`config.mk`:
```
export PLATFORM = sky130hd
export DESIGN_NAME = sccs_ram
export DESIGN_NICKNAME = d
export VERILOG_FILES = /design/src/rtl/sccs_ram.sv
export SDC_FILE = /design/constraint.sdc
export NUM_CORES = 1
export LEC_CHECK = 0
export ABC_CLOCK_PERIOD_IN_PS = 4790
export BUFFER_PORTS_ARGS = -buffer_cell sky130_fd_sc_hd__buf_2
export CORE_MARGIN = 4
export CORE_UTILIZATION = 45
export DETAILED_ROUTE_END_ITERATION = 12
export GPL_TIMING_DRIVEN = 0
export MAX_ROUTING_LAYER = met4
export REMOVE_ABC_BUFFERS = 1
export SYNTH_ARGS = -nofsm -noshare
export SYNTH_HDL_FRONTEND = slang
export SYNTH_SLANG_ARGS = --single-unit
```
`constraint.sdc`:
```
create_clock -name clock -period 4.79 [get_ports clock]
set_clock_uncertainty 0.1 [all_clocks]
set_input_delay 0.479 -clock clock [delete_from_list [all_inputs] [get_ports clock]]
set_output_delay 0.479 -clock clock [all_outputs]
set_load 0.005 [all_outputs]
```
`src/rtl/sccs_ram.sv`:
```
// ----------------------------------------------------------------------------
// sccs_ram: simple dual port ram
// One write port and one read port with registered read data.
// ----------------------------------------------------------------------------
module sccs_ram #(
   parameter int WIDTH = 8,
   parameter int DEPTH = 64
) (
   input  logic                     clock,
   input  logic                     wr_en,
   input  logic [$clog2(DEPTH)-1:0] wr_addr,
   input  logic [WIDTH-1:0]         wr_data,
   input  logic                     rd_en,
   input  logic [$clog2(DEPTH)-1:0] rd_addr,
   output logic [WIDTH-1:0]         rd_data
);

   logic [WIDTH-1:0] mem_ff [DEPTH];
   logic [WIDTH-1:0] rd_data_ff;

   always_ff @(posedge clock) begin
      if (wr_en) begin
         mem_ff[wr_addr] <= wr_data;
      end
      if (rd_en) begin
         rd_data_ff <= mem_ff[rd_addr];
      end
   end

   assign rd_data = rd_data_ff;

endmodule

```
==> flow_metrics.tcl, run 1 <==
set metrics [dict create \
    crit_arrival_ns 3.49 \
    synth_top_flop_cell "edfxtp_1" \
    critPathCaptureType "flop" \
    tightest_slew_ns 1.290 \
    drc 0 \
    drive_above_1_share_pct 24.31 \
    post_cts_buffers 0 \
    fin_util_pct 50.86 \
    core-area_um2 44320 \
    cts_buffer_depth 3 \
    netlist_area_um2 20250 \
    num_vias 9273 \
    hold_viol 0 \
    rsz0062_at_grt "false" \
    place_congestion 0.7510 \
    hold_start "rd_en" \
    syn_area_per_cell_um2 21.54 \
    max-cap-violations 0 \
    ys_types 39 \
    min_period_ns 3.309 \
    fin_area_um2 22540 \
    track_usage_pct 18.59 \
    leakage_nw 6.921 \
    wl_met2_um 21000 \
    top_layer "met4" \
    hold_class "input pin to flop" \
    crit_fanout 46 \
    synthCells 940 \
    clkTransAtPathRegs_ns 0.06 \
    clock_latency_ns 0.56 \
    ant_nets 0 \
    outcome "complete, no violations" \
    dr_wl_met3_um 2150 \
    fmax_ghz 0.3022 \
    wl_met1_um 18620 \
    synth-edff-count 520 \
    drv_slew 0 \
    ctsResizeCount 0 \
    grt_max_degree 76 \
    reg2reg_from "mem_ff[20][4]" \
    initial_core_util_pct 45.69 \
    worstSetupStartpointType "input pin" \
    htreeDepth 2 \
    clkSinkCount 520 \
    n_antenna_cell 0 \
    final_nets 999 \
    grt-ovfl-total 0 \
    cts_root_buf "clkbuf_16" \
    hold_buffers 0 \
    fin_crit_sh_pct 69.07 \
    cellPowerDensity_nw_per_um2 412.1 \
    die-width_um 220.1 \
    max-slew-margin-rel_pct 14.00 \
    crit_start "rd_addr[3]" \
    finalSetupViolCount 0 \
    grt_pass1_vias 9490 \
    grt_antenna_before_repair 0 \
    crit_type "input pin to flop" \
    tritoncts "done" \
    port_buffers 30 \
    grt_first_pass_wirelength_um 63620 \
    p_total_mw 9.289 \
    hpwl_um 24710 \
    boundaryPins 31 \
    postPlaceCellArea_um2 20950 \
    syn2layout_area_growth_pct 11.32 \
    wl_um 42770 \
    die_h_um 220.1 \
    ys_ff_latch 520 \
    ir_drop_mv 0.2539 \
    yosysSeqAreaShare_pct 77.12 \
    viasPerCell 5.767 \
    cp_data_required_time_ns 4.97 \
    synth-async-reset-ratio_pct 0 \
    wl_per_cell_um 26.60 \
    first_pass_iters 5 \
    drt_iter0_markers 968 \
    numCtsBuffers 51 \
    rows 77 \
    die_area_um2 48450 \
    ys_warn_count 0 \
]
power by group:
part           switching, mW  total (mW)  internal [mW]
registers            0.00746        5.06           5.05
clock network           1.61        3.78           2.17
logic                  0.286       0.454          0.168
routing by layer:
layer	global-route usage (%)	up-vias
li1	-	4016
met1	26.18	4935
met2	29.38	255
met3	2.537	67
met4	4.480	0
met5	-	-
synthesized netlist by cell type (3+ instances only):
cell       count  share of area, %
mux4_2       126                14
a21oi_1        3             0.074
clkbuf_1      17              0.32
nor2_1        83               1.5
a221oi_1       6              0.26
nand3_1       13              0.32
nor2b_1       14              0.43
mux2i_1       23               1.1
a211oi_1       4              0.15
a22oi_1        3              0.11
o2111ai_1      3              0.13
o221ai_1       8              0.35
mux2_2        13              0.72
buf_4         13              0.48
nand3b_1       3              0.11
buf_6          4              0.22
nand2_1       19              0.35
buf_2         11              0.27
o2bb2ai_1      3              0.13
edfxtp_1     520                77
o22ai_1        8              0.25
nor3_1         7              0.17
buf_1          4             0.074
nand2b_1       7              0.22
kinds of logic after synthesis:
family	after synthesis	share of synthesized area [%]
multiplexers	162	15.88
AND/OR/NAND/NOR	153	3.374
flip-flops	520	77.12
buffers and inverters	51	1.563
AO/OA/AOI/OAI	54	2.064
state kept, by name (all words and copies together), names as in the netlist:
| register | flops |
|---|---|
| rd_data | 8 |
| mem_ff | 512 |
placed cells by master (no fill, tap or decap), types with 12 or more instances in the layout:
master	instances
clkinv_1	14
nand2_1	19
mux4_2	126
buf_2	27
nand3_1	13
mux2_2	13
edfxtp_1	520
mux2i_1	23
nor2_1	83
clkinv_2	12
nor2b_1	14
clkbuf_16	53
area by class of cell:
class / instances / area [um^2]
clock buffer: 61 / 1356
clock inverter: 32 / 227.7
fill: 3497 / 21780
multi-input combinational: 369 / 4320
sequential: 520 / 15620
tap: 592 / 740.7
timing repair buffer: 34 / 279.0
worst max-delay path, cell delays in order:
cell	delay (ns)
buf_2	0.84
nand2b_1	0.56
a211oi_1	0.10
nor4_1	0.66
nor3_1	0.19
o32ai_1	0.59
final timing paths:
path	to	slack (ns)	cells past startpoint
worst max-delay path	rd_data[6]	1.48	6
worst min register to register	rd_data[1]	0.89	4
worst min-delay path	rd_data[2]	0.22	1
worst max register to register	rd_data[4]	2.28	5
through the flow:
stage	hold WS, ns	setup WS, ns	std cells	setup TNS, ns
5_1_grt	0.2088	1.382	1608	0
4_1_cts	0.2055	1.651	1608	0
3_3_place_gp	0.7710	-1.903	1511	-13.11
2_1_floorplan	0.4779	2.710	889	0
3_5_place_dp	0.7725	1.070	1515	0
6_report	0.2232	1.481	1608	0
No activity file was read; power rests on OpenSTA's default activity.
==> inputs of run 2 (changes only) <==
--- a/config.mk
+++ b/config.mk
@@ -5,7 +5,7 @@
 export SDC_FILE = /design/constraint.sdc
 export NUM_CORES = 1
 export LEC_CHECK = 0
-export ABC_CLOCK_PERIOD_IN_PS = 4790
+export ABC_CLOCK_PERIOD_IN_PS = 3200
 export BUFFER_PORTS_ARGS = -buffer_cell sky130_fd_sc_hd__buf_2
 export CORE_MARGIN = 4
 export CORE_UTILIZATION = 45
==> constraint.sdc (replaced) <==
create_clock -name clock -period 3.2 [get_ports clock]
set_clock_uncertainty 0.1 [all_clocks]
set_input_delay 0.32 -clock clock [delete_from_list [all_inputs] [get_ports clock]]
set_output_delay 0.32 -clock clock [all_outputs]
set_load 0.005 [all_outputs]
==> run 2 against run 1 <==
Routed wire length is essentially flat. Setup slack lost 1.1 ns. Global-route usage is the same. Cell area is essentially flat. Count of clock-buffer cells in the layout is the same. Clock power grew 50%. Critical endpoint unchanged. Largest power group unchanged.
==> flow_metrics.tcl, run 2 (synthesized netlist as in run 1, its figures left out) <==
set metrics [dict create \
    hold_class "input pin to flop" \
    cts_root_buf "clkbuf_16" \
    rows 77 \
    crit_end "rd_data[6]" \
    largest_register_ffs 512 \
    drt_iter0_markers 968 \
    boundaryPins 31 \
    htreeDepth 2 \
    viasPerCell 5.764 \
    hold_viol 0 \
    core-area_um2 44320 \
    crit_fanout 46 \
    grt_max_degree 76 \
    rr_endpoint "rd_data[4]" \
    reg2reg_from "mem_ff[20][4]" \
    leakage_nw 6.922 \
    r2r_cells 5 \
    min_period_ns 2.847 \
    post_cts_buffers 0 \
    max-slew-margin-rel_pct 13.99 \
    initial_core_util_pct 45.69 \
    nFillCells 3497 \
    fmax_ghz 0.3512 \
    clock_latency_ns 0.56 \
    grt_pass1_vias 9490 \
    worstSetupStartpointType "input pin" \
    grt-ovfl-total 0 \
    outcome "complete, no violations" \
    cellPowerDensity_nw_per_um2 616.8 \
    first_pass_iters 5 \
    grt_first_pass_wirelength_um 63620 \
    setup-tns-final_ns 0 \
    drive_above_1_share_pct 24.31 \
    drv_slew 0 \
    final_nets 999 \
    multi_input_area_um2 4320 \
    layout_commonest_cell "edfxtp_1" \
    hold_buffers 0 \
    die-width_um 220.1 \
    fin_crit_sh_pct 88.98 \
    place_congestion 0.7510 \
    fin_ws_ns 0.3526 \
    hpwl_um 24710 \
    die_h_um 220.1 \
    numCtsBuffers 51 \
    syn2layout_area_growth_pct 11.33 \
    grt_antenna_before_repair 0 \
    ir_drop_mv 0.3800 \
    dp_slack_ns -0.3606 \
    rsz0062_at_grt "false" \
    tightest_slew_ns 1.290 \
    die_area_um2 48450 \
    seq_area_um2 15620 \
    track_usage_pct 18.59 \
    crit_start "rd_addr[3]" \
    crit_arrival_ns 3.03 \
    num_vias 9268 \
    clkSinkCount 520 \
    n_antenna_cell 0 \
    crit_type "input pin to flop" \
    tritoncts "done" \
    wl_um 42770 \
    cp_data_required_time_ns 3.38 \
    ant_nets 0 \
    critPathCaptureType "flop" \
    max-cap-violations 0 \
    finalSetupViolCount 0 \
    drc 0 \
    clkTransAtPathRegs_ns 0.06 \
    max_flop_register "mem_ff" \
    cts_buffer_depth 3 \
    wl_per_cell_um 26.60 \
    port_buffers 30 \
    rrSetupSlack_ns 0.69 \
    final_cell_mix "edfxtp_1 (520), mux4_2 (126), nor2_1 (83)" \
]
run 2: changes by cell type in the layout (fill, tap and decap cells not counted), sizes merged:
cell	delta
clkbuf	+1
buf	-1
run 2: where the power goes:
group	internal (mW)	total, mW	switching (mW)
sequential	7.56	7.57	0.0112
combinational	0.252	0.679	0.428
clock	3.25	5.66	2.40
run 2: timing repair:
action / in CTS / in global routing
hold endpoints to repair: 0 / 0
resized for setup: 0 / 1
endpoints found under the setup margin: 0 / 1
run 2: how the worst min path moves through the flow:
stage                     slack [ns]        from  cells past startpoint           end
after floorplan                 0.32  wr_data[0]                      0  mem_ff[0][0]
after global placement          0.61  rd_data[0]                      1    rd_data[0]
after detailed placement        0.61  rd_data[0]                      1    rd_data[0]
after CTS                       0.05       rd_en                      1    rd_data[2]
after global routing            0.05       rd_en                      1    rd_data[2]
final                           0.06       rd_en                      1    rd_data[2]
run 2: cell type report:
class / instances / area share (%)
clock buffers: 61 / 6.017
clock inverters: 32 / 1.010
repair buffers: 34 / 1.249
multi-input cells: 369 / 19.17
well taps: 592 / 3.286
flip-flops and latches: 520 / 69.27
run 2: layer usage:
metal	GRT usage [%]	part of all wire [%]
met5	-	0
met4	4.480	2.3
met3	2.537	5.0
met2	29.38	49
met1	26.18	44
run 2: critical path, cell delays in order:
cell and delay, ns:
clkbuf_4 0.55, nand2b_1 0.54, a211oi_1 0.10, nor4_1 0.66, nor3_1 0.19, o32ai_1 0.59
run 2: through the flow:
step	total power [mW]	instances	cell area (um^2)	utilization, %	hold slack, ns
CTS	14.02	1608	22530	50.85	0.04650
global route	14.36	1608	22540	50.86	0.04976
finish	13.90	1608	22540	50.86	0.06416
detailed placement	8.405	1515	20950	47.27	0.6135
floorplan	8.001	889	19930	-	0.3189
global placement	8.410	1511	20820	46.98	0.6120
==> inputs of run 3 (changes only) <==
--- a/config.mk
+++ b/config.mk
@@ -9,9 +9,10 @@
 export BUFFER_PORTS_ARGS = -buffer_cell sky130_fd_sc_hd__buf_2
 export CORE_MARGIN = 4
 export CORE_UTILIZATION = 45
+export CTS_BUF_LIST = sky130_fd_sc_hd__clkbuf_16
 export DETAILED_ROUTE_END_ITERATION = 12
 export GPL_TIMING_DRIVEN = 0
-export MAX_ROUTING_LAYER = met4
+export HOLD_SLACK_MARGIN = 0.06
 export REMOVE_ABC_BUFFERS = 1
 export SYNTH_ARGS = -nofsm -noshare
 export SYNTH_HDL_FRONTEND = slang
==> run 3 against run 2 <==
Worst hold slack improved by 0.16 ns. Utilization about the same. Critical path depth unchanged. Sequential cell count unchanged. Cell area about the same. Sequential share of layout area about the same. Die area stayed put. Combinational power hardly changed. Via count about the same. Critical path type unchanged. Power is 0.20% lower.
==> flow_metrics.tcl, run 3 (synthesized netlist as in run 1, its figures left out) <==
set metrics [dict create \
    max_flop_register "mem_ff" \
    tritoncts "done" \
    syn2layout_area_growth_pct 11.38 \
    nFillCells 3497 \
    leakage_nw 6.959 \
    power.share.clock_pct 40.5 \
    wl_per_cell_um 26.65 \
    n_antenna_cell 0 \
    crit_fanout 46 \
    p_seq_share_pct 54.5 \
    cellPowerDensity_nw_per_um2 615.4 \
    switching_share_pct 20.47 \
    cts_buffer_depth 3 \
    drive_above_1_share_pct 24.29 \
    grt_first_pass_wirelength_um 63620 \
    reg2reg_from "mem_ff[20][4]" \
    port_buffers 30 \
    drc 0 \
    ant_nets 0 \
    max-cap-violations 0 \
    gr-usage-met1_pct 26.09 \
    hold_class "input pin to flop" \
    worstSetupStartpointType "input pin" \
    final_nets 1000 \
    wl_um 42880 \
    grt_antenna_before_repair 0 \
    use_met2_pct 29.15 \
    outcome "complete, no violations" \
    clkTransAtPathRegs_ns 0.06 \
    initial_core_util_pct 45.69 \
    place_congestion 0.7417 \
    grt_pass1_vias 9498 \
    clock_latency_ns 0.56 \
    drt_iter0_markers 966 \
    fmax_ghz 0.3476 \
    largest_register_ffs 512 \
    htreeDepth 2 \
    top_usage_layer "met2" \
    final_cell_mix "edfxtp_1 (520), mux4_2 (126), nor2_1 (83)" \
    max-slew-margin-rel_pct 11.56 \
    rsz0062_at_grt "false" \
    crit_type "input pin to flop" \
    crit_arrival_ns 3.06 \
    p_total_mw 13.88 \
    grt-ovfl-total 0 \
    pwr-share-comb_pct 4.9 \
    viasPerCell 5.766 \
    track_usage_pct 18.02 \
    cp_data_required_time_ns 3.38 \
    core-area_um2 44320 \
    cts_root_buf "clkbuf_16" \
    clkSinkCount 520 \
    finalSetupViolCount 0 \
    hold_start "rd_addr[5]" \
    first_pass_iters 5 \
    die_area_um2 48450 \
    drv_slew 0 \
    critPathCaptureType "flop" \
    die_h_um 220.1 \
    min_period_ns 2.877 \
    hold_viol 0 \
    dp_slack_ns -0.3606 \
    boundaryPins 31 \
    crit_start "rd_addr[3]" \
    switchingPower_mw 2.841 \
    numCtsBuffers 51 \
    grt_max_degree 76 \
    layout_commonest_cell "edfxtp_1" \
    ir_drop_mv 0.3808 \
    fin_ws_ns 0.3234 \
    fin_util_pct 50.89 \
    tightest_slew_ns 1.327 \
    intPower_mw 11.04 \
    fin_crit_sh_pct 89.89 \
    hpwl_um 24710 \
    rows 77 \
    num_vias 9277 \
    use_met3_pct 2.675 \
    die-width_um 220.1 \
]
==> run 3: cell count changes in the layout (fill, tap and decap cells not counted) <==
cell / before / now
clkbuf_1: 8 / 0
dlygate4sd3_1: 0 / 1
inv_1: 0 / 8
==> run 3: metrics by stage <==
step / hold slack (ns) / instances / setup TNS [ns] / cell area [um^2]
2_1_floorplan: 0.3189 / 889 / 0 / 19930
3_3_place_gp: 0.6120 / 1511 / -24.56 / 20820
3_5_place_dp: 0.6135 / 1515 / -1.937 / 20950
4_1_cts: 0.2063 / 1609 / 0 / 22540
5_1_grt: 0.2384 / 1609 / 0 / 22550
6_report: 0.2257 / 1609 / 0 / 22550
==> run 3: final cells by class <==
cell class	instances	area, um^2	area share [%]
clock inverters	40	257.7	1.143
well taps	592	740.7	3.285
flip-flops and latches	520	15620	69.24
clock buffers	53	1326	5.881
repair buffers	35	291.5	1.293
multi-input cells	369	4320	19.16
==> run 3: timing repair <==
action,CTS,global route
gates resized for setup,0,1
setup buffers,0,0
setup endpoints to repair,0,1
hold buffers,1,0
hold endpoints to repair,6,0
==> run 3: routing by layer <==
layer  wire length [um]  vias to the layer above
li1                   -                     4015
met1              18700                     4942
met2              20960                      260
met3               2138                       60
met4               1088                        0
met5                  0                        -
==> run 3: worst max-delay path, cell delays in order <==
cell and delay [ns]:
clkbuf_4 0.55, nand2b_1 0.54, a211oi_1 0.10, nor4_1 0.69, nor3_1 0.20, o32ai_1 0.59
==> run 3: final timing paths <==
kind / end / slack [ns] / cells after the start
min reg2reg: rd_data[1] / 0.89 / 4
max reg2reg: rd_data[4] / 0.72 / 5
min: rd_data[2] / 0.23 / 3
max: rd_data[6] / 0.32 / 6
==> run 3: power groups by stage <==
stage	clock network (mW)	registers, mW	logic (mW)
after detailed placement	0	7.71	0.690
after global placement	0	7.71	0.699
after floorplan	0	7.71	0.292
after CTS	5.74	7.57	0.693
final	5.63	7.57	0.681
after global routing	6.04	7.57	0.730
