$ cat config.mk
export PLATFORM = sky130hd
export DESIGN_NAME = sccs_edge_scan
export DESIGN_NICKNAME = d
export VERILOG_FILES = /design/src/rtl/sccs_pkg.sv /design/src/rtl/sccs_edge_scan.sv
export SDC_FILE = /design/constraint.sdc
export NUM_CORES = 1
export LEC_CHECK = 0
export BUFFER_PORTS_ARGS = -buffer_cell sky130_fd_sc_hd__clkbuf_2
export CORE_ASPECT_RATIO = 0.75
export CORE_UTILIZATION = 55
export DETAILED_ROUTE_END_ITERATION = 8
export GPL_TIMING_DRIVEN = 0
export PLACE_DENSITY = 0.93
export SYNTH_ARGS = -nofsm -noshare
export SYNTH_HDL_FRONTEND = slang
export SYNTH_SLANG_ARGS = --single-unit
$ cat constraint.sdc
create_clock -name vclk -period 7.2
set_input_delay 1.44 -clock vclk [all_inputs]
set_output_delay 1.44 -clock vclk [all_outputs]
set_load 0.01 [all_outputs]
$ cat src/rtl/sccs_pkg.sv
// ----------------------------------------------------------------------------
// sccs_pkg: shared definitions for the strongly connected components block
// Field widths, search sequencer states and the edge scan flag group.
// ----------------------------------------------------------------------------
package sccs_pkg;

   // default node capacity of the block
   localparam int MAX_NODES_DEFAULT = 64;

   // fixed field widths of the transaction payloads
   localparam int ROW_W   = 64;
   localparam int INDEX_W = 6;
   localparam int COUNT_W = 7;

   // adjacency bits examined by the edge scan unit per cycle
   localparam int SCAN_LANES = 8;

   // node_count after reset
   localparam logic [COUNT_W-1:0] CSR_RESET = 7'd64;

   typedef enum logic [3:0] {
      ST_IDLE,
      ST_ROOT,
      ST_SCAN,
      ST_EDGE,
      ST_POP_RD,
      ST_POP,
      ST_RET,
      ST_RET_LD,
      ST_RET_MIN,
      ST_OUT_RD,
      ST_OUT_LD,
      ST_OUT_WAIT
   } state_type;

   // result flags of one edge scan step
   typedef struct packed {
      logic hit;    // an edge was found in the window
      logic done;   // no edge left for this node
   } scan_flags_type;

endpackage

$ cat src/rtl/sccs_edge_scan.sv
// ----------------------------------------------------------------------------
// sccs_edge_scan: edge scan unit
// Shifts the adjacency row to the cursor and finds the first usable edge
// among a small window of lanes.
// ----------------------------------------------------------------------------
module sccs_edge_scan #(
   parameter int MAX_NODES = sccs_pkg::MAX_NODES_DEFAULT
) (
   input  logic [sccs_pkg::ROW_W-1:0]       row,
   input  logic [$clog2(MAX_NODES+1)-1:0]   cursor,
   input  logic [$clog2(MAX_NODES)-1:0]     node,
   input  logic [$clog2(MAX_NODES+1)-1:0]   count,
   output sccs_pkg::scan_flags_type         flags,
   output logic [$clog2(MAX_NODES)-1:0]     target,
   output logic [$clog2(MAX_NODES+1)-1:0]   next_cursor
);

   localparam int IDX_W = $clog2(MAX_NODES);
   localparam int CNT_W = $clog2(MAX_NODES + 1);
   localparam int J_W   = $clog2(MAX_NODES + sccs_pkg::SCAN_LANES + 1);

   logic [sccs_pkg::ROW_W-1:0]        window;
   logic [sccs_pkg::SCAN_LANES-1:0]   cand;
   logic [J_W-1:0]                    lane_j [sccs_pkg::SCAN_LANES];
   logic [J_W-1:0]                    first_j;
   logic                              hit;

   assign window = row >> cursor;

   always_comb begin
      for (int k = 0; k < sccs_pkg::SCAN_LANES; k++) begin
         lane_j[k] = J_W'(cursor) + J_W'(k);
         cand[k]   = window[k] && (lane_j[k] < J_W'(count)) && (lane_j[k] != J_W'(node));
      end
   end

   // lowest lane wins
   always_comb begin
      hit     = 1'b0;
      first_j = '0;
      for (int k = sccs_pkg::SCAN_LANES - 1; k >= 0; k--) begin
         if (cand[k]) begin
            hit     = 1'b1;
            first_j = lane_j[k];
         end
      end
   end

   assign flags.hit  = hit;
   assign flags.done = !hit &&
                       (J_W'(cursor) + J_W'(sccs_pkg::SCAN_LANES) >= J_W'(count));
   assign target      = first_j[IDX_W-1:0];
   assign next_cursor = hit ? CNT_W'(first_j + J_W'(1))
                            : CNT_W'(J_W'(cursor) + J_W'(sccs_pkg::SCAN_LANES));

endmodule

==> flow_metrics.env, run 1 <==
export IMPL_status="complete, no violations"
export IMPL_n_clock_buffer=0
export IMPL_ant_nets=0
export IMPL_crit_required_ps=5760
export IMPL_ctsHoldBuffers=0
export IMPL_worstPathMaxFanout=11
export IMPL_yosysWarnings=0
export IMPL_crit_slowest_cell="or4b_4"
export IMPL_dp_hpwl_mm=23.7
export IMPL_start_kind="input port"
export IMPL_via_count=7745
export IMPL_worst_pin_slew_ps=897
export IMPL_grt_pass1_vias=7096
export IMPL_rows=33
export IMPL_arrival_ps=5730
export IMPL_final_nets=1011
export IMPL_critPathBufInv=8
export IMPL_critPathCaptureType="primary output"
export IMPL_syn_num_nets=887
export IMPL_dr_pass1_iters=8
export IMPL_core_area_mm2=0.0111
export IMPL_grt_max_degree=20
export IMPL_grt_ovfl_total=0
export IMPL_die_height_um=95.4
export IMPL_path_cells="clkbuf_8 -> buf_12 -> inv_6 -> buf_12 -> clkbuf_16 -> ha_4 -> inv_1 -> ha_1 -> nor2b_1 -> o211ai_1 -> a21oi_2 -> or4b_4 -> a2111oi_4 -> buf_4 -> nor2b_1 -> a221oi_2 -> nor4_1 -> a311o_2 -> nand3_2 -> mux2i_1 -> buf_2"
export IMPL_avgSynthCellArea_um2=8.63
export IMPL_die_x_um=127
export IMPL_dp_cells=979
export IMPL_layout_common_cells="97 x clkbuf_2, 62 x mux4_2, 57 x mux2i_1"
export IMPL_synthCells=742
export IMPL_viasPerCell=7.71
export IMPL_io_buffers=97
export IMPL_final_cells=1005
export IMPL_grt_pass1_wl_mm=44.1
export IMPL_dieArea_mm2=0.0121
export IMPL_min_period_ps=7170
export IMPL_syn_to_final_growth_pct=24.2
export IMPL_max_freq_mhz=139
export IMPL_start_util_pct=57.4
export IMPL_hold_viol_final=0
export IMPL_io_pins=99
export IMPL_drt_iter0_drc=1382
export IMPL_slew_headroom_pct=38.6
export IMPL_n_sequential_cell=0
export IMPL_wl_per_cell_um=30.1
export IMPL_maxCapViolCount=0
export IMPL_layout_commonest_cell="clkbuf_2"
export IMPL_hold_slack_ps=3660
export IMPL_hp_class="input port to primary output"
export IMPL_routed_wl_mm=30.2
export IMPL_setup_viol=0
export IMPL_antenna_found_initial=0
export IMPL_gp_congestion=1.05
export IMPL_worstSetupPathType="input port to primary output"
export IMPL_synth_yosys_seq_area_share_pct=0
export IMPL_maxSlewViolCount=0
export IMPL_crit_family="compound AO/OA/AOI/OAI gates"
export IMPL_timing_final_crit_share_pct=99.6
export IMPL_synth_distinct_cells=96
export IMPL_fillers=888
export IMPL_grt_usage_pct=50.4
export IMPL_syn_area_mm2=0.00640
export IMPL_drive_gt1_share_pct=36.6
export IMPL_post_route_drc_count=0
export IMPL_regArea_um2=0
export IMPL_cp_slowest_stage_delay_ps=550
## worst min-delay path, delay by kind of cell
kind / cells / cell delay (ps)
AO/OA/AOI/OAI: 1 / 120
adder cells (fa/ha/maj): 1 / 270
buffers and inverters: 3 / 370
## logic make-up after synthesis
| logic type | share of synthesized area [%] |
|---|---|
| and+or+nand+nor | 18.1 |
| AOI/OAI and AO/OA | 22.2 |
| muxes | 32.0 |
| buffers and inverters | 7.99 |
| adders and majority gates | 11.9 |
| xor gates and xnor gates | 7.74 |
## layer usage
metal / routed length [µm] / global-route usage [%] / vias to the layer above
li1: - / - / 3158
met1: 11900 / 69.6 / 3655
met2: 11800 / 70.4 / 835
met3: 5670 / 22.8 / 95
met4: 810 / 11.8 / 2
met5: 50 / 3.36 / -
## per-stage QoR
step,cell area (µm²),worst slack [ps],setup TNS [ps],util (%)
after floorplan,6450,30.9,0,-
final,7950,29.2,0,71.3
after CTS,7620,-8.09,-8.09,68.3
after global placement,7110,-1630,-18460,63.8
after detailed placement,7110,-1660,-18700,63.8
after global routing,7950,-7.03,-13.3,71.3
## repair_timing
item / in CTS / in global routing
endpoints found under the setup margin: 15 / 9
endpoints found under the hold margin: 0 / 0
gates cloned: 2 / 0
setup buffers: 21 / 10
pin swaps: 10 / 19
gates resized for setup: 79 / 56
## path summary, 6_finish.rpt
kind / from / endpoint / slack [ps] / cells past startpoint
setup / recovery: cursor[0] / next_cursor[5] / 30 / 21
hold / removal: cursor[4] / next_cursor[4] / 3660 / 5
## cells in the mapped netlist, types with 4 or more instances
| cell | number | area (µm²) |
|---|---|---|
| nor3_1 | 14 | 70.1 |
| buf_6 | 6 | 67.6 |
| o21a_1 | 11 | 82.6 |
| buf_4 | 5 | 37.5 |
| a21o_1 | 4 | 30.0 |
| or4_1 | 4 | 30.0 |
| nand4_1 | 7 | 43.8 |
| inv_1 | 28 | 105 |
| nand2_1 | 58 | 218 |
| a2111oi_0 | 6 | 52.6 |
| xor2_1 | 20 | 175 |
| buf_2 | 22 | 110 |
| ha_1 | 61 | 763 |
| o211ai_1 | 7 | 52.6 |
| xnor2_1 | 34 | 298 |
| and3_1 | 7 | 43.8 |
| nand3_1 | 23 | 115 |
| o21ai_1 | 7 | 35.0 |
| nor2_1 | 42 | 158 |
| clkbuf_1 | 16 | 60.1 |
| a211o_1 | 4 | 35.0 |
| buf_8 | 4 | 60.1 |
| nor3b_1 | 4 | 30.0 |
| a21oi_1 | 28 | 140 |
| mux2_2 | 5 | 56.3 |
| a31oi_1 | 10 | 62.6 |
| nor2b_1 | 21 | 131 |
| buf_1 | 5 | 18.8 |
| o21ai_0 | 28 | 140 |
| a221oi_1 | 7 | 61.3 |
| a211oi_1 | 8 | 60.1 |
| mux2i_1 | 57 | 571 |
| nand2b_1 | 11 | 68.8 |
| o41ai_1 | 4 | 35.0 |
| nor4_1 | 6 | 37.5 |
| and2_1 | 5 | 31.3 |
| a22oi_1 | 9 | 67.6 |
| mux4_2 | 62 | 1400 |
## final cells by class
class | count | area [µm²] | share of cell area (%)
Buffer | 53 | 500 | 6.30
Inverter | 30 | 130 | 1.64
Tap cell | 140 | 175 | 2.20
Multi-Input combinational cell | 651 | 6330 | 79.7
Antenna cell | 1 | 2.50 | 0.0315
Timing Repair Buffer | 130 | 810 | 10.2
==> run 2: changes to the inputs <==
Settings changed: CELL_PAD_IN_SITES_DETAIL_PLACEMENT from default to 1, CELL_PAD_IN_SITES_GLOBAL_PLACEMENT from default to 1, CORE_UTILIZATION 55 to 42, PLACE_DENSITY 0.93 to 0.94, RECOVER_POWER from default to 100, SETUP_SLACK_MARGIN from default to 0.2.
==> flow_metrics.env, run 2 (same netlist as run 1, synthesis figures left out) <==
export IMPL_die_x_um=145
export IMPL_status="finished, violations left"
export IMPL_routed_wl_mm=34.2
export IMPL_setup_ws_ps=-114
export IMPL_post_route_drc_count=0
export IMPL_max_freq_mhz=137
export IMPL_crit_required_ps=5760
export IMPL_ctsHoldBuffers=0
export IMPL_start_util_pct=43.6
export IMPL_ir_drop_mv=0.0417
export IMPL_layout_commonest_cell="clkbuf_2"
export IMPL_dr_pass1_iters=6
export IMPL_drive_gt1_share_pct=37.9
export IMPL_layout_common_cells="96 x clkbuf_2, 62 x mux4_2, 57 x buf_4, 57 x mux2i_1, 56 x nand2_1"
export IMPL_io_pins=99
export IMPL_utilization_pct=55.1
export IMPL_critPathCaptureType="primary output"
export IMPL_power_density_mw_per_mm2=104
export IMPL_p_leak_uw=0.00341
export IMPL_failed_checks="negative setup slack"
export IMPL_via_count=8030
export IMPL_grt_ovfl_total=0
export IMPL_setup_viol=5
export IMPL_drt_iter0_drc=1290
export IMPL_grt_max_degree=15
export IMPL_final_nets=1028
export IMPL_hold_viol_final=0
export IMPL_grt_pass1_wl_mm=48.0
export IMPL_regArea_um2=0
export IMPL_timing_final_crit_share_pct=102
export IMPL_worstPathMaxFanout=14
export IMPL_gp_congestion=1.02
export IMPL_ant_nets=0
export IMPL_syn_to_final_growth_pct=26.5
export IMPL_maxCapViolCount=0
export IMPL_final_cells=1081
export IMPL_hp_class="input port to primary output"
export IMPL_dp_hpwl_mm=25.2
export IMPL_viasPerCell=7.43
export IMPL_core_area_mm2=0.0147
export IMPL_n_sequential_cell=0
export IMPL_dp_cells=1039
export IMPL_rows=38
export IMPL_place_ws_ps=-1750
export IMPL_grt_usage_pct=42.3
export IMPL_io_buffers=97
export IMPL_wl_per_cell_um=31.6
export IMPL_maxSlewViolCount=0
export IMPL_rsz0062_at_grt="true"
export IMPL_min_period_ps=7310
export IMPL_antenna_found_initial=2
export IMPL_worst_pin_slew_ps=869
export IMPL_n_clock_buffer=0
export IMPL_worstSetupPathType="input port to primary output"
export IMPL_start_kind="input port"
export IMPL_arrival_ps=5870
export IMPL_grt_pass1_vias=7637
export IMPL_dieArea_mm2=0.0157
export IMPL_slew_headroom_pct=42.1
export IMPL_antenna_cells=0
export IMPL_die_height_um=109
## run 2: worst max-delay path, stage by stage
cell,delay [ps]
clkbuf_2,190
buf_4,260
buf_6,220
inv_1,100
buf_6,190
ha_1,300
a21oi_2,260
xnor2_1,240
ha_1,320
o211ai_1,110
a31oi_1,130
nor4_2,300
buf_4,240
a31oi_1,150
o2111a_1,320
a211oi_4,290
ha_4,210
o2111ai_2,130
xor2_1,230
o21ai_1,80
buf_2,140
## run 2: report_power, final
part	leakage, µW	internal [µW]	switching (µW)	total (µW)
clock network	0	0	0	0
registers	0	0	0	0
logic	0.00341	352	490	842
## run 2: worst paths after layout
kind                  start             end  slack, ps  cells after the start
setup / recovery  cursor[2]  next_cursor[4]       -110                     21
hold / removal    cursor[4]  next_cursor[4]       3620                      5
## run 2: layout make-up
cell class,instances,area (µm²)
buffer,61,579
fill,1747,6590
inverter,30,128
multi-input combinational,651,6310
tap,200,250
timing repair buffer,139,833
## run 2: stage by stage
stage          TNS (ps)  hold WS [ps]  instance area [µm²]  total power (µW)
2_1_floorplan         0          3230                 6490               457
3_3_place_gp     -18660          3610                 7220               671
3_5_place_dp     -20130          3600                 7220               691
4_1_cts            -376          3610                 7770               748
5_1_grt            -749          3690                 8100               870
6_report           -352          3620                 8100               842
## run 2: routing by layer
| layer | GRT usage [%] | wire length [µm] | up-vias |
|---|---|---|---|
| met3 | 18.3 | 5720 | 147 |
| met2 | 60.4 | 13900 | 807 |
| li1 | - | - | 3175 |
| met4 | 11.3 | 1270 | 2 |
| met1 | 57.6 | 13200 | 3899 |
| met5 | 0 | 13 | - |
## run 2: what timing repair did
| item | 4_1_cts | 5_1_grt |
|---|---|---|
| buffers inserted | 24 | 18 |
| hold endpoints to repair | 0 | 0 |
| pin swaps | 22 | 25 |
| gates cloned | 0 | 0 |
| endpoints found under the setup margin | 15 | 15 |
| resized for setup | 85 | 62 |
No activity file was read; power rests on OpenSTA's default activity.
==> run 3: changes to the inputs <==
Settings changed: CORE_ASPECT_RATIO 0.75 to default.
==> flow_metrics.env, run 3 (same netlist as run 1, synthesis figures left out) <==
export IMPL_rsz0062_at_grt="true"
export IMPL_start_kind="input port"
export IMPL_failed_checks="design-rule violations, negative setup slack"
export IMPL_n_clock_buffer=0
export IMPL_dp_hpwl_mm=23.6
export IMPL_power_density_mw_per_mm2=109
export IMPL_rows=44
export IMPL_ir_drop_mv=0.0490
export IMPL_routed_wl_mm=35.0
export IMPL_antenna_cells=0
export IMPL_hold_start="cursor[4]"
export IMPL_critPathCaptureType="primary output"
export IMPL_die_x_um=125
export IMPL_maxCapViolCount=0
export IMPL_setup_ws_ps=-735
export IMPL_gp_congestion=1.03
export IMPL_die_height_um=125
export IMPL_setup_viol=15
export IMPL_timing_final_crit_share_pct=110
export IMPL_max_freq_mhz=126
export IMPL_post_route_drc_count=3
export IMPL_layout_commonest_cell="clkbuf_2"
export IMPL_crit_required_ps=5760
export IMPL_min_period_ps=7930
export IMPL_final_cells=1062
export IMPL_power_uw=870
export IMPL_syn_to_final_growth_pct=25.2
export IMPL_final_area_mm2=0.00802
export IMPL_via_count=8358
export IMPL_worstPathMaxFanout=14
export IMPL_ant_nets=0
export IMPL_start_util_pct=43.6
export IMPL_hp_class="input port to primary output"
export IMPL_hold_viol_final=0
export IMPL_slew_headroom_pct=43.8
export IMPL_grt_usage_pct=40.5
export IMPL_hold_end="next_cursor[4]"
export IMPL_worst_pin_slew_ps=843
export IMPL_regArea_um2=0
export IMPL_n_sequential_cell=0
export IMPL_layout_common_cells="91 x clkbuf_2, 62 x mux4_2, 57 x nand2_1, 57 x mux2i_1, 53 x ha_1"
export IMPL_viasPerCell=7.87
export IMPL_final_nets=1025
export IMPL_maxSlewViolCount=0
export IMPL_io_buffers=97
export IMPL_place_ws_ps=-1540
export IMPL_dieArea_mm2=0.0157
export IMPL_wl_per_cell_um=33.0
export IMPL_multi_input_area_mm2=0.00625
export IMPL_grt_max_degree=15
export IMPL_hold_depth=5
export IMPL_drt_iter0_drc=1527
export IMPL_io_pins=99
export IMPL_dp_cells=1023
export IMPL_grt_pass1_wl_mm=48.8
export IMPL_core_area_mm2=0.0147
export IMPL_ctsHoldBuffers=0
export IMPL_arrival_ps=6490
export IMPL_p_leak_uw=0.00337
export IMPL_finalSetupTns_ps=-4740
export IMPL_dr_pass1_iters=9
export IMPL_worstSetupPathType="input port to primary output"
export IMPL_status="finished, violations left"
export IMPL_fillers=1718
export IMPL_antenna_found_initial=0
export IMPL_drive_gt1_share_pct=37.1
export IMPL_grt_ovfl_total=0
export IMPL_place_area_mm2=0.00720
export IMPL_grt_pass1_vias=8209
-- run 3: repair_timing --
item / 4_1_cts / 5_1_grt
setup endpoints to repair: 15 / 15
buffers inserted: 28 / 11
pin swaps: 25 / 18
gates resized for setup: 83 / 48
-- run 3: where the power goes --
| group | leakage [µW] | switching [µW] | internal, µW |
|---|---|---|---|
| clock | 0 | 0 | 0 |
| sequential | 0 | 0 | 0 |
| combinational | 0.00337 | 505 | 364 |
| total | 0.00337 | 505 | 364 |
-- run 3: metrics by stage --
step / hold slack, ps / util, %
global route: 3670 / 54.5
floorplan: 3230 / -
CTS: 3600 / 52.8
detailed placement: 3600 / 49.0
global placement: 3580 / 49.0
finish: 3720 / 54.5
-- run 3: worst max path at each step --
stage / startpoint / cells past startpoint / end / slack [ps]
global placement: cursor[0] / 22 / next_cursor[4] / -1460
floorplan: cursor[1] / 22 / next_cursor[4] / 220
global route: cursor[2] / 22 / next_cursor[4] / -740
CTS: cursor[1] / 26 / next_cursor[5] / -180
detailed placement: cursor[0] / 22 / next_cursor[4] / -1540
finish: cursor[2] / 22 / next_cursor[4] / -730
-- run 3: final cells by class --
type / instances / share of cell area (%)
inverter: 30 / 1.59
buffer: 61 / 6.99
multi-input combinational: 651 / 78.0
tap: 184 / 2.87
timing repair buffer: 136 / 10.6
-- run 3: critical path, stage by stage --
cell and delay [ps]:
clkbuf_2 180, buf_6 200, buf_6 170, inv_1 90, clkbuf_4 310, ha_2 350, nor2b_1 300, nor2_1 130
xnor2_1 600, ha_1 360, nor3_1 200, nor2_1 90, o41ai_2 80, o211ai_2 230, a21oi_2 280, o21bai_1 230
a211oi_4 390, ha_4 200, o2111ai_2 140, xor2_1 210, o21ai_1 130, buf_2 160
-- run 3: metal layers --
layer	up-vias	global-route usage [%]	wire, µm
met5	-	0	0
met4	0	22.0	2810
li1	3189	-	-
met3	298	11.3	5220
met2	902	61.8	14600
met1	3969	51.6	12400
